===== src/rtl/sma_pkg.sv =====
// ----------------------------------------------------------------------------
// sma_pkg
// Shared types and constants for the stack machine ALU: opcodes, status codes,
// the input and result words, and the request/response of the mul/div unit.
// ----------------------------------------------------------------------------
package sma_pkg;

  localparam int DataW          = 32;
  localparam int CmdW           = 3;
  localparam int StatusW        = 3;
  localparam int StackDepthDef  = 256;

  typedef enum logic [CmdW-1:0] {
    CMD_RET  = 3'd0,
    CMD_PUSH = 3'd1,
    CMD_POP  = 3'd2,
    CMD_ADD  = 3'd3,
    CMD_SUB  = 3'd4,
    CMD_MUL  = 3'd5,
    CMD_DIV  = 3'd6
  } cmd_e;

  typedef enum logic [StatusW-1:0] {
    ST_OK    = 3'd0,
    ST_RET   = 3'd1,
    ST_UNDER = 3'd2,
    ST_OVER  = 3'd3,
    ST_DIVZ  = 3'd4
  } status_e;

  typedef struct packed {
    logic [CmdW-1:0]         cmd;
    logic signed [DataW-1:0] push_value;
  } sma_in_t;

  typedef struct packed {
    logic                    printed;
    logic signed [DataW-1:0] out_value;
    logic [StatusW-1:0]      status;
  } sma_out_t;

  // Request to the iterative multiply/divide unit.
  typedef struct packed {
    logic             start;
    logic             is_div;
    logic [DataW-1:0] a;   // top of stack
    logic [DataW-1:0] b;   // next entry
  } md_req_t;

  typedef struct packed {
    logic             done;
    logic [DataW-1:0] result;
  } md_rsp_t;

endpackage


===== src/rtl/sma_muldiv.sv =====
// ----------------------------------------------------------------------------
// sma_muldiv
// Iterative multiply/divide on one shared 34-bit adder, one result bit per
// cycle. Multiply keeps the low 32 bits; divide truncates toward zero.
// ----------------------------------------------------------------------------
module sma_muldiv (
  input  logic             clk_i,
  input  logic             rst_ni,
  input  sma_pkg::md_req_t req_i,
  output sma_pkg::md_rsp_t rsp_o
);
  import sma_pkg::*;

  typedef enum logic [2:0] {
    M_IDLE,
    M_ABS_A,
    M_ABS_B,
    M_STEP,
    M_FIX
  } md_state_e;

  localparam int CntW = $clog2(DataW);

  md_state_e        state_q, state_d;
  logic [CntW-1:0]  cnt_q, cnt_d;
  logic             is_div_q, is_div_d;
  logic             neg_q, neg_d;
  logic [DataW-1:0] acc_q, acc_d;   // mul: partial product, div: remainder
  logic [DataW-1:0] sh_q, sh_d;     // mul: multiplicand, div: dividend/quotient
  logic [DataW-1:0] m_q, m_d;       // mul: multiplier, div: divisor

  // Shared adder.
  logic [DataW+1:0] add_x, add_y, sum;
  logic             add_cin;
  logic [DataW:0]   rem_sh;
  logic             ge;

  assign rem_sh = {acc_q, sh_q[DataW-1]};
  assign sum    = add_x + add_y + {{(DataW+1){1'b0}}, add_cin};
  assign ge     = ~sum[DataW+1];

  always_comb begin
    add_x   = '0;
    add_y   = '0;
    add_cin = 1'b0;
    unique case (state_q)
      M_ABS_A, M_FIX: begin
        add_x   = {2'b00, ~sh_q};
        add_cin = 1'b1;
      end
      M_ABS_B: begin
        add_x   = {2'b00, ~m_q};
        add_cin = 1'b1;
      end
      M_STEP: begin
        if (is_div_q) begin
          add_x   = {1'b0, rem_sh};
          add_y   = ~{2'b00, m_q};
          add_cin = 1'b1;
        end else begin
          add_x = {2'b00, acc_q};
          add_y = m_q[0] ? {2'b00, sh_q} : '0;
        end
      end
      default: begin
      end
    endcase
  end

  always_comb begin
    state_d  = state_q;
    cnt_d    = cnt_q;
    is_div_d = is_div_q;
    neg_d    = neg_q;
    acc_d    = acc_q;
    sh_d     = sh_q;
    m_d      = m_q;
    unique case (state_q)
      M_IDLE: begin
        if (req_i.start) begin
          is_div_d = req_i.is_div;
          neg_d    = req_i.a[DataW-1] ^ req_i.b[DataW-1];
          sh_d     = req_i.a;
          m_d      = req_i.b;
          acc_d    = '0;
          cnt_d    = '0;
          state_d  = req_i.is_div ? M_ABS_A : M_STEP;
        end
      end
      M_ABS_A: begin
        if (sh_q[DataW-1]) sh_d = sum[DataW-1:0];
        state_d = M_ABS_B;
      end
      M_ABS_B: begin
        if (m_q[DataW-1]) m_d = sum[DataW-1:0];
        state_d = M_STEP;
      end
      M_STEP: begin
        if (is_div_q) begin
          acc_d = ge ? sum[DataW-1:0] : rem_sh[DataW-1:0];
          sh_d  = {sh_q[DataW-2:0], ge};
        end else begin
          acc_d = sum[DataW-1:0];
          sh_d  = {sh_q[DataW-2:0], 1'b0};
          m_d   = {1'b0, m_q[DataW-1:1]};
        end
        cnt_d = cnt_q + CntW'(1);
        if (cnt_q == CntW'(DataW - 1)) state_d = M_FIX;
      end
      M_FIX: begin
        state_d = M_IDLE;
      end
      default: state_d = M_IDLE;
    endcase
  end

  always_ff @(posedge clk_i or negedge rst_ni) begin
    if (!rst_ni) begin
      state_q <= M_IDLE;
      cnt_q   <= '0;
    end else begin
      state_q <= state_d;
      cnt_q   <= cnt_d;
    end
  end

  always_ff @(posedge clk_i) begin
    is_div_q <= is_div_d;
    neg_q    <= neg_d;
    acc_q    <= acc_d;
    sh_q     <= sh_d;
    m_q      <= m_d;
  end

  // Fix the quotient sign on the last cycle.
  always_comb begin
    rsp_o.done = (state_q == M_FIX);
    if (!is_div_q) begin
      rsp_o.result = acc_q;
    end else if (neg_q) begin
      rsp_o.result = sum[DataW-1:0];
    end else begin
      rsp_o.result = sh_q;
    end
  end

endmodule


===== config.mk =====
export PLATFORM = sky130hd
export DESIGN_NAME = sma_muldiv
export DESIGN_NICKNAME = d
export VERILOG_FILES = /design/src/rtl/sma_pkg.sv /design/src/rtl/sma_muldiv.sv
export SDC_FILE = /design/constraint.sdc
export NUM_CORES = 1
export LEC_CHECK = 0
export ABC_AREA = 0
export ABC_CLOCK_PERIOD_IN_PS = 6000
export BUFFER_PORTS_ARGS = -buffer_cell sky130_fd_sc_hd__buf_2
export CAP_MARGIN = 10
export CELL_PAD_IN_SITES_DETAIL_PLACEMENT = 0
export CELL_PAD_IN_SITES_GLOBAL_PLACEMENT = 1
export CORE_MARGIN = 1
export CORE_UTILIZATION = 46
export CTS_BUF_LIST = sky130_fd_sc_hd__clkbuf_8
export CTS_CLUSTER_DIAMETER = 150
export DETAILED_ROUTE_END_ITERATION = 8
export PLACE_DENSITY_LB_ADDON = 0.05
export SLEW_MARGIN = 20
export SYNTH_ARGS = -nofsm -noshare
export SYNTH_HDL_FRONTEND = slang
export SYNTH_SLANG_ARGS = --single-unit

===== constraint.sdc =====
create_clock -name clk_i -period 6 [get_ports clk_i]
set_input_delay 0.3 -clock clk_i [delete_from_list [all_inputs] [get_ports clk_i]]
set_output_delay 0.3 -clock clk_i [all_outputs]
set_load 0.05 [all_outputs]

==> results of run 1 <==
## cells in the mapped netlist (7+ instances only)
library cell,instances
sky130_fd_sc_hd__nand3_1,36
sky130_fd_sc_hd__o21ai_0,53
sky130_fd_sc_hd__ha_1,34
sky130_fd_sc_hd__mux2i_1,33
sky130_fd_sc_hd__o21ai_1,36
sky130_fd_sc_hd__o31ai_1,11
sky130_fd_sc_hd__a221oi_1,24
sky130_fd_sc_hd__a22oi_1,9
sky130_fd_sc_hd__nand4_1,10
sky130_fd_sc_hd__o21a_1,9
sky130_fd_sc_hd__clkbuf_1,79
sky130_fd_sc_hd__xor2_1,13
sky130_fd_sc_hd__nand2b_1,11
sky130_fd_sc_hd__buf_1,11
sky130_fd_sc_hd__and2_1,10
sky130_fd_sc_hd__o22ai_1,31
sky130_fd_sc_hd__dfrtp_1,8
sky130_fd_sc_hd__a222oi_1,24
sky130_fd_sc_hd__nor2b_1,38
sky130_fd_sc_hd__nor3_1,9
sky130_fd_sc_hd__edfxtp_1,98
sky130_fd_sc_hd__a21oi_1,163
sky130_fd_sc_hd__a31oi_1,7
sky130_fd_sc_hd__and3_1,11
sky130_fd_sc_hd__nor2_1,168
sky130_fd_sc_hd__nand2_1,105
sky130_fd_sc_hd__inv_1,64
sky130_fd_sc_hd__xnor2_1,15
sky130_fd_sc_hd__a21o_1,14
## cell type report
class / instances / share of cell area (%)
clock buffer: 9 / 1.21
clock inverter: 7 / 0.503
inverter: 64 / 2.35
multi-input combinational: 933 / 54.7
sequential: 106 / 30.8
tap: 265 / 3.25
timing repair buffer: 123 / 7.11
## path summary, 6_finish.rpt
path / cells past startpoint / to / startpoint / slack [ns]
setup / recovery: 16 / rsp_o[22] / state_q[1] / 0.55
hold / removal: 1 / is_div_q / req_i[64] / 0.11
setup reg to reg: 17 / acc_q[26] / is_div_q / 1.13
hold reg to reg: 1 / cnt_q[2] / cnt_q[2] / 0.51
max in group asynchronous: 2 / state_q[1] / rst_ni / 5.50
min in group asynchronous: 2 / cnt_q[0] / rst_ni / 0.28
## flip-flops by register name, summed over array words and instances, names as in the netlist
name      flops
sh_q         32
state_q       3
m_q          32
acc_q        32
is_div_q      1
neg_q         1
cnt_q         5
## per-layer routing
layer / up-vias / GRT usage (%) / share of wire, %
met5: - / 0 / 0
met4: 0 / 9.25 / 2.3
met3: 46 / 4.04 / 6.5
met2: 385 / 49.4 / 45
met1: 4307 / 42.5 / 46
li1: 4456 / - / -
## critical path, cell delays in order (launching register included)
cell and delay (ns):
sky130_fd_sc_hd__dfrtp_2 0.64, sky130_fd_sc_hd__nor2_1 0.30, sky130_fd_sc_hd__nand2_1 0.14, sky130_fd_sc_hd__buf_4 0.30, sky130_fd_sc_hd__o22ai_1 0.29, sky130_fd_sc_hd__inv_1 0.09, sky130_fd_sc_hd__fa_1 0.40, sky130_fd_sc_hd__nor2b_1 0.18
sky130_fd_sc_hd__o2111ai_1 0.16, sky130_fd_sc_hd__and3_1 0.22, sky130_fd_sc_hd__o31ai_1 0.48, sky130_fd_sc_hd__a311o_1 0.33, sky130_fd_sc_hd__a21oi_1 0.10, sky130_fd_sc_hd__xnor2_1 0.35, sky130_fd_sc_hd__mux2i_1 0.14, sky130_fd_sc_hd__a21oi_1 0.28
sky130_fd_sc_hd__buf_2 0.32
## stage by stage
step                worst slack (ns)  area, sq um  instances  hold slack, ns  util [%]
finish                         0.554        10200       1507           0.108      51.9
floorplan                       1.10         9300       1198         0.00441         -
global placement                1.05        10000       1490           0.177      51.0
detailed placement              1.03        10000       1490           0.182      51.0
CTS                            0.558        10200       1507          0.0997      51.9
global route                   0.245        10200       1507          0.0908      51.9
## cell families (layout without fill, tap and decap cells)
logic type | Yosys count | count (layout) | synth area share [%]
adders and majority gates | 36 | 36 | 5.01
buffers and inverters | 159 | 203 | 6.49
DFF | 106 | 106 | 33.8
and+or+nand+nor | 410 | 410 | 19.7
muxes | 38 | 38 | 4.16
xor gates and xnor gates | 28 | 28 | 2.64
AOI/OAI and AO/OA | 421 | 421 | 28.2
## what timing repair did
action / CTS / global route
gates resized for setup: 0 / 0
hold buffers: 1 / 0
endpoints found under the hold margin: 8 / 0
## placed cells by master (no fill, tap or decap), types with 31 or more instances in the layout
master and instances:
sky130_fd_sc_hd__edfxtp_1 98, sky130_fd_sc_hd__o21ai_1 36, sky130_fd_sc_hd__nand2_1 105, sky130_fd_sc_hd__mux2i_1 32
sky130_fd_sc_hd__nor2_1 168, sky130_fd_sc_hd__buf_2 100, sky130_fd_sc_hd__ha_1 34, sky130_fd_sc_hd__nor2b_1 35
sky130_fd_sc_hd__o22ai_1 31, sky130_fd_sc_hd__o21ai_0 52, sky130_fd_sc_hd__inv_1 64, sky130_fd_sc_hd__nand3_1 36
sky130_fd_sc_hd__a21oi_1 163
==> metrics.txt, run 1 <==
# TYPE chip_impl_metric gauge
chip_impl_metric{name="cts_buffers",unit=""} 9
chip_impl_metric{name="fmax",unit="MHz"} 184
chip_impl_metric{name="nNetsFinal",unit=""} 1341
chip_impl_info{name="worstSetupStartpointType",value="flip-flop"} 1
chip_impl_metric{name="worst-slew-pin-transition",unit="ns"} 0.980
chip_impl_metric{name="die_h",unit="um"} 144
chip_impl_metric{name="post-route-drc-count",unit=""} 0
chip_impl_metric{name="dr_total_vias",unit=""} 9194
chip_impl_metric{name="period_minus_slack",unit="ns"} 5.45
chip_impl_metric{name="portBuffers",unit=""} 100
chip_impl_info{name="post_synth_main_area_contributors",value="sky130_fd_sc_hd__edfxtp_1, sky130_fd_sc_hd__a21oi_1, sky130_fd_sc_hd__nor2_1"} 1
chip_impl_metric{name="timing.final.setup_violations",unit=""} 0
chip_impl_metric{name="clock_insertion_delay_worst_skew",unit="ns"} 0.41
chip_impl_metric{name="floorplan.rows",unit=""} 51
chip_impl_metric{name="fill_cells",unit=""} 2092
chip_impl_metric{name="grt_antenna_before_repair",unit=""} 0
chip_impl_metric{name="numClockSinks",unit=""} 106
chip_impl_metric{name="routabilityCongestion",unit=""} 0.920
chip_impl_info{name="status",value="finished clean"} 1
chip_impl_metric{name="gr-usage-all-layers",unit="%"} 30.5
chip_impl_metric{name="synth-warning-count",unit=""} 0
chip_impl_info{name="postSynth.topFlopCell",value="sky130_fd_sc_hd__edfxtp_1"} 1
chip_impl_info{name="critical_path_sink_type",value="primary output"} 1
chip_impl_metric{name="synth_edf_count",unit=""} 98
chip_impl_metric{name="first_pass_grt_wire_length",unit="mm"} 48.2
chip_impl_metric{name="drt_wl_total",unit="mm"} 31.2
chip_impl_metric{name="maximum_buffer_depth_of_the_clock_tree",unit=""} 2
chip_impl_info{name="critical_path_class",value="reg2out"} 1
chip_impl_metric{name="floorplan.die_area",unit="sq um"} 20800
chip_impl_metric{name="synth_seq_cells",unit=""} 106
chip_impl_info{name="cts_tree",value="done"} 1
chip_impl_metric{name="dp_hpwl",unit="mm"} 21.0
chip_impl_metric{name="top_level_ports",unit=""} 101
chip_impl_metric{name="synth_top_area_share",unit="%"} 31.7
chip_impl_metric{name="syn_area",unit="sq um"} 9300
chip_impl_metric{name="grt_start_max_net_pins",unit=""} 88
chip_impl_metric{name="hold_viol",unit=""} 0
chip_impl_metric{name="antenna_left",unit=""} 0
chip_impl_metric{name="effective_utilization_at_floorplan",unit="%"} 47.3
chip_impl_metric{name="core_area",unit="sq um"} 19700
chip_impl_metric{name="synthesized_nets",unit=""} 1302
chip_impl_metric{name="post_synth.cell_area_avg",unit="sq um"} 7.76
chip_impl_metric{name="yosysSeqAreaShare",unit="%"} 33.8
chip_impl_metric{name="critical_path_required",unit="ns"} 5.70
chip_impl_metric{name="max_cap_viol_count",unit=""} 0
chip_impl_metric{name="number_of_design_rule_violations_left_by_the_first_detailed_router_iteration",unit=""} 795
chip_impl_metric{name="critical_path_fanout_max",unit=""} 30
chip_impl_metric{name="flow.area_growth_from_synthesis",unit="%"} 9.76
chip_impl_metric{name="post-cts-setup-buffers",unit=""} 0
chip_impl_metric{name="ys_async_sr_fraction",unit="%"} 7.55
chip_impl_metric{name="grt_overflow",unit=""} 0
chip_impl_metric{name="drt-wirelength-per-cell",unit="um"} 20.7
chip_impl_metric{name="setup_skew_after_layout",unit="ns"} 0.0118
chip_impl_metric{name="post_route_cells_drive_above_1_share",unit="%"} 12.4
chip_impl_metric{name="syn_inst",unit=""} 1198
chip_impl_metric{name="worst_setup_hold_path_clk_slew",unit="ns"} 0.11
chip_impl_metric{name="detail_route.vias_per_cell",unit=""} 6.10
chip_impl_metric{name="multi_input_area",unit="sq um"} 5590
chip_impl_metric{name="antenna_cells",unit=""} 0
chip_impl_metric{name="relSlewSlack",unit="%"} 34.7
chip_impl_info{name="post-synth-top-area-cell",value="sky130_fd_sc_hd__edfxtp_1"} 1
chip_impl_info{name="setup_repair_after_global_routing_missed_its_margin",value="no"} 1
chip_impl_metric{name="floorplan.die.width",unit="um"} 144
chip_impl_metric{name="final_min_period_over_clock_period",unit="%"} 90.8
chip_impl_metric{name="finalMaxSlewViolations",unit=""} 0
chip_impl_metric{name="first_pass_iters",unit=""} 6
chip_impl_metric{name="synth_cell_types",unit=""} 55
chip_impl_info{name="worstHoldPathType",value="in2reg"} 1
chip_impl_info{name="buffer_cell_driving_the_clock_tree_root",value="sky130_fd_sc_hd__clkbuf_8"} 1
chip_impl_metric{name="ctsHtreeMaxLevel",unit=""} 3
chip_impl_metric{name="register_area",unit="sq um"} 3140
chip_impl_metric{name="via_count_of_the_first_global_routing_pass",unit=""} 8496
chip_impl_metric{name="tns",unit="ns"} 0
chip_impl_metric{name="worst_ep_arrival_time",unit="ns"} 5.15
Power of run 1 is not shown: default switching activity piles up to over one toggle a cycle in this logic, so the estimate is an artifact.
==> run 2, diff against run 1 <==
--- a/config.mk
+++ b/config.mk
@@ -7,15 +7,15 @@
 export LEC_CHECK = 0
 export ABC_AREA = 0
 export ABC_CLOCK_PERIOD_IN_PS = 6000
-export BUFFER_PORTS_ARGS = -buffer_cell sky130_fd_sc_hd__buf_2
-export CAP_MARGIN = 10
+export CAP_MARGIN = 20
 export CELL_PAD_IN_SITES_DETAIL_PLACEMENT = 0
 export CELL_PAD_IN_SITES_GLOBAL_PLACEMENT = 1
 export CORE_MARGIN = 1
-export CORE_UTILIZATION = 46
+export CORE_UTILIZATION = 50
 export CTS_BUF_LIST = sky130_fd_sc_hd__clkbuf_8
 export CTS_CLUSTER_DIAMETER = 150
 export DETAILED_ROUTE_END_ITERATION = 8
+export DONT_BUFFER_PORTS = 1
 export PLACE_DENSITY_LB_ADDON = 0.05
 export SLEW_MARGIN = 20
 export SYNTH_ARGS = -nofsm -noshare
==> constraint.sdc (replaced) <==
create_clock -name clk_i -period 6 [get_ports clk_i]
set_input_delay 0.3 -clock clk_i [delete_from_list [all_inputs] [get_ports clk_i]]
set_output_delay 0.3 -clock clk_i [all_outputs]
set_load 0.005 [all_outputs]
==> metrics.txt, run 2 (synthesis results as in run 1) <==
# TYPE chip_impl_metric gauge
chip_impl_info{name="status",value="finished, violations left"} 1
chip_impl_info{name="violations",value="design-rule violations"} 1
chip_impl_metric{name="drt-wirelength-per-cell",unit="um"} 21.7
chip_impl_metric{name="gr-usage-all-layers",unit="%"} 31.7
chip_impl_metric{name="worst_ep_arrival_time",unit="ns"} 5.18
chip_impl_info{name="buffer_cell_driving_the_clock_tree_root",value="sky130_fd_sc_hd__clkbuf_8"} 1
chip_impl_info{name="timing.critical_path.cells",value="buf_12, nor2_1, a21oi_1, nand2_1, o21ai_0, a21oi_1, o22ai_1, fa_1, inv_1, fa_1, nor2b_1, o2111ai_1, and3_1, o31ai_1, a311o_1, a21oi_1, xnor2_1, mux2i_1, a21oi_1"} 1
chip_impl_metric{name="maximum_buffer_depth_of_the_clock_tree",unit=""} 2
chip_impl_metric{name="final_min_period_over_clock_period",unit="%"} 91.3
chip_impl_metric{name="dp_hpwl",unit="mm"} 20.7
chip_impl_metric{name="post-route-drc-count",unit=""} 18
chip_impl_info{name="critical_path.most_common_cell",value="sky130_fd_sc_hd__a21oi_1"} 1
chip_impl_metric{name="worst_hold_slack",unit="ns"} 0.0812
chip_impl_info{name="critical_path_sink_type",value="primary output"} 1
chip_impl_info{name="setup_repair_after_global_routing_missed_its_margin",value="no"} 1
chip_impl_metric{name="critical_path_required",unit="ns"} 5.70
chip_impl_metric{name="max_cap_viol_count",unit=""} 0
chip_impl_metric{name="dr_total_vias",unit=""} 8896
chip_impl_metric{name="period_minus_slack",unit="ns"} 5.48
chip_impl_metric{name="core_area",unit="sq um"} 18100
chip_impl_metric{name="ctsHtreeMaxLevel",unit=""} 3
chip_impl_metric{name="numClockSinks",unit=""} 106
chip_impl_metric{name="floorplan.rows",unit=""} 49
chip_impl_info{name="most-common-layout-cells",value="sky130_fd_sc_hd__nor2_1, sky130_fd_sc_hd__a21oi_1, sky130_fd_sc_hd__nand2_1, sky130_fd_sc_hd__edfxtp_1, sky130_fd_sc_hd__inv_1"} 1
chip_impl_metric{name="post_layout_instance_count_excluding_filler_cells",unit=""} 1383
chip_impl_info{name="reg2reg_from",value="is_div_q"} 1
chip_impl_info{name="crit_path_top_delay_cell",value="sky130_fd_sc_hd__edfxtp_1"} 1
chip_impl_metric{name="die_h",unit="um"} 138
chip_impl_metric{name="finalMaxSlewViolations",unit=""} 0
chip_impl_metric{name="antenna_left",unit=""} 0
chip_impl_metric{name="worst_setup_hold_path_clk_slew",unit="ns"} 0.13
chip_impl_metric{name="worst-path-buf-inv",unit=""} 2
chip_impl_info{name="critical_path_class",value="reg2out"} 1
chip_impl_metric{name="placed_cells_incl_taps",unit=""} 1365
chip_impl_metric{name="first_pass_iters",unit=""} 9
chip_impl_metric{name="grt_antenna_before_repair",unit=""} 0
chip_impl_metric{name="r2r_slack",unit="ns"} 0.89
chip_impl_info{name="worstSetupStartpointType",value="flip-flop"} 1
chip_impl_metric{name="cp_slowest_stage_delay",unit="ns"} 0.82
chip_impl_metric{name="routabilityCongestion",unit=""} 0.929
chip_impl_metric{name="hold_viol",unit=""} 0
chip_impl_metric{name="top_level_ports",unit=""} 101
chip_impl_metric{name="rr_worst_depth",unit=""} 13
chip_impl_metric{name="grt_overflow",unit=""} 0
chip_impl_info{name="endpoint_with_the_worst_hold_slack",value="m_q[21]"} 1
chip_impl_metric{name="number_of_design_rule_violations_left_by_the_first_detailed_router_iteration",unit=""} 948
chip_impl_metric{name="cts_buffers",unit=""} 9
chip_impl_metric{name="portBuffers",unit=""} 0
chip_impl_info{name="source_of_the_worst_hold_timing_path",value="req_i[21]"} 1
chip_impl_metric{name="worst-slew-pin-transition",unit="ns"} 0.982
chip_impl_info{name="layout_commonest_cell",value="sky130_fd_sc_hd__nor2_1"} 1
chip_impl_metric{name="via_count_of_the_first_global_routing_pass",unit=""} 8335
chip_impl_metric{name="effective_utilization_at_floorplan",unit="%"} 51.4
chip_impl_info{name="r2r-end",value="acc_q[2]"} 1
chip_impl_metric{name="drt_wl_total",unit="mm"} 30.0
chip_impl_metric{name="fill_cells",unit=""} 1778
chip_impl_metric{name="clock_insertion_delay_worst_skew",unit="ns"} 0.41
chip_impl_metric{name="detail_route.vias_per_cell",unit=""} 6.43
chip_impl_info{name="biggestRegsByFlops",value="acc_q x32, m_q x32, sh_q x32"} 1
chip_impl_info{name="worstHoldPathType",value="in2reg"} 1
chip_impl_metric{name="relSlewSlack",unit="%"} 34.5
chip_impl_metric{name="hold-path-cell-count",unit=""} 2
chip_impl_metric{name="timing.final.setup_violations",unit=""} 0
chip_impl_metric{name="first_pass_grt_wire_length",unit="mm"} 47.8
chip_impl_info{name="cts_tree",value="done"} 1
chip_impl_metric{name="nNetsFinal",unit=""} 1253
chip_impl_metric{name="fmax",unit="MHz"} 182
chip_impl_metric{name="floorplan.die.width",unit="um"} 138
chip_impl_metric{name="flow.area_growth_from_synthesis",unit="%"} 4.83
chip_impl_metric{name="antenna_cells",unit=""} 0
chip_impl_metric{name="tns",unit="ns"} 0
chip_impl_metric{name="post_route_cells_drive_above_1_share",unit="%"} 5.72
chip_impl_info{name="worst_path_dominant_cell_family",value="compound AO/OA/AOI/OAI gates"} 1
chip_impl_metric{name="setup_skew_after_layout",unit="ns"} 0.0198
chip_impl_metric{name="grt_start_max_net_pins",unit=""} 88
chip_impl_metric{name="floorplan.die_area",unit="sq um"} 19100
chip_impl_metric{name="critical_path_fanout_max",unit=""} 42
run 2: cell count changes in the layout (fill, tap and decap cells not counted), sizes merged:
| cell | change |
|---|---|
| dlygate4sd3 | +1 |
| clkinv | -1 |
| buf | -89 |
| inv | +2 |
| clkinvlp | -1 |
run 2: area by class of cell:
cell class | count | area (sq um) | share of cell area, %
inverter | 64 | 240 | 2.47
sequential | 106 | 3140 | 32.3
clock inverter | 7 | 60.1 | 0.616
multi-input combinational | 933 | 5600 | 57.4
clock buffer | 9 | 124 | 1.27
timing repair buffer | 35 | 293 | 3.00
tap | 229 | 287 | 2.94
run 2: worst max-delay path by stage:
stage                           from        end  slack [ns]  depth (start not counted)
after floorplan             is_div_q  acc_q[26]        1.70                         17
after global placement    state_q[0]   acc_q[2]        1.06                         14
after detailed placement    is_div_q   acc_q[2]        0.96                         13
after CTS                   is_div_q  rsp_o[22]        0.54                         19
after global routing        is_div_q  rsp_o[22]        0.10                         19
final                       is_div_q  rsp_o[22]        0.52                         19
run 2: metal layers:
layer	global-route usage (%)	routed length [um]	vias to the layer above
met5	0	0	-
met3	5.47	2320	33
li1	-	-	4275
met4	8.99	579	0
met1	44.0	13500	4260
met2	50.8	13700	328
run 2: metrics by stage:
| stage | worst slack (ns) | cell area (sq um) | utilization [%] |
|---|---|---|---|
| after CTS | 0.545 | 9740 | 53.9 |
| after global routing | 0.104 | 9740 | 53.9 |
| after floorplan | 1.70 | 9300 | - |
| after global placement | 1.06 | 9540 | 52.7 |
| final | 0.520 | 9740 | 53.9 |
| after detailed placement | 0.957 | 9540 | 52.7 |
run 2: timing repair:
action | CTS | global route
hold endpoints to repair | 9 | 0
buffers inserted | 0 | 0
resized for setup | 0 | 0
hold buffers | 2 | 0
Power of run 2 is left out for the same reason.
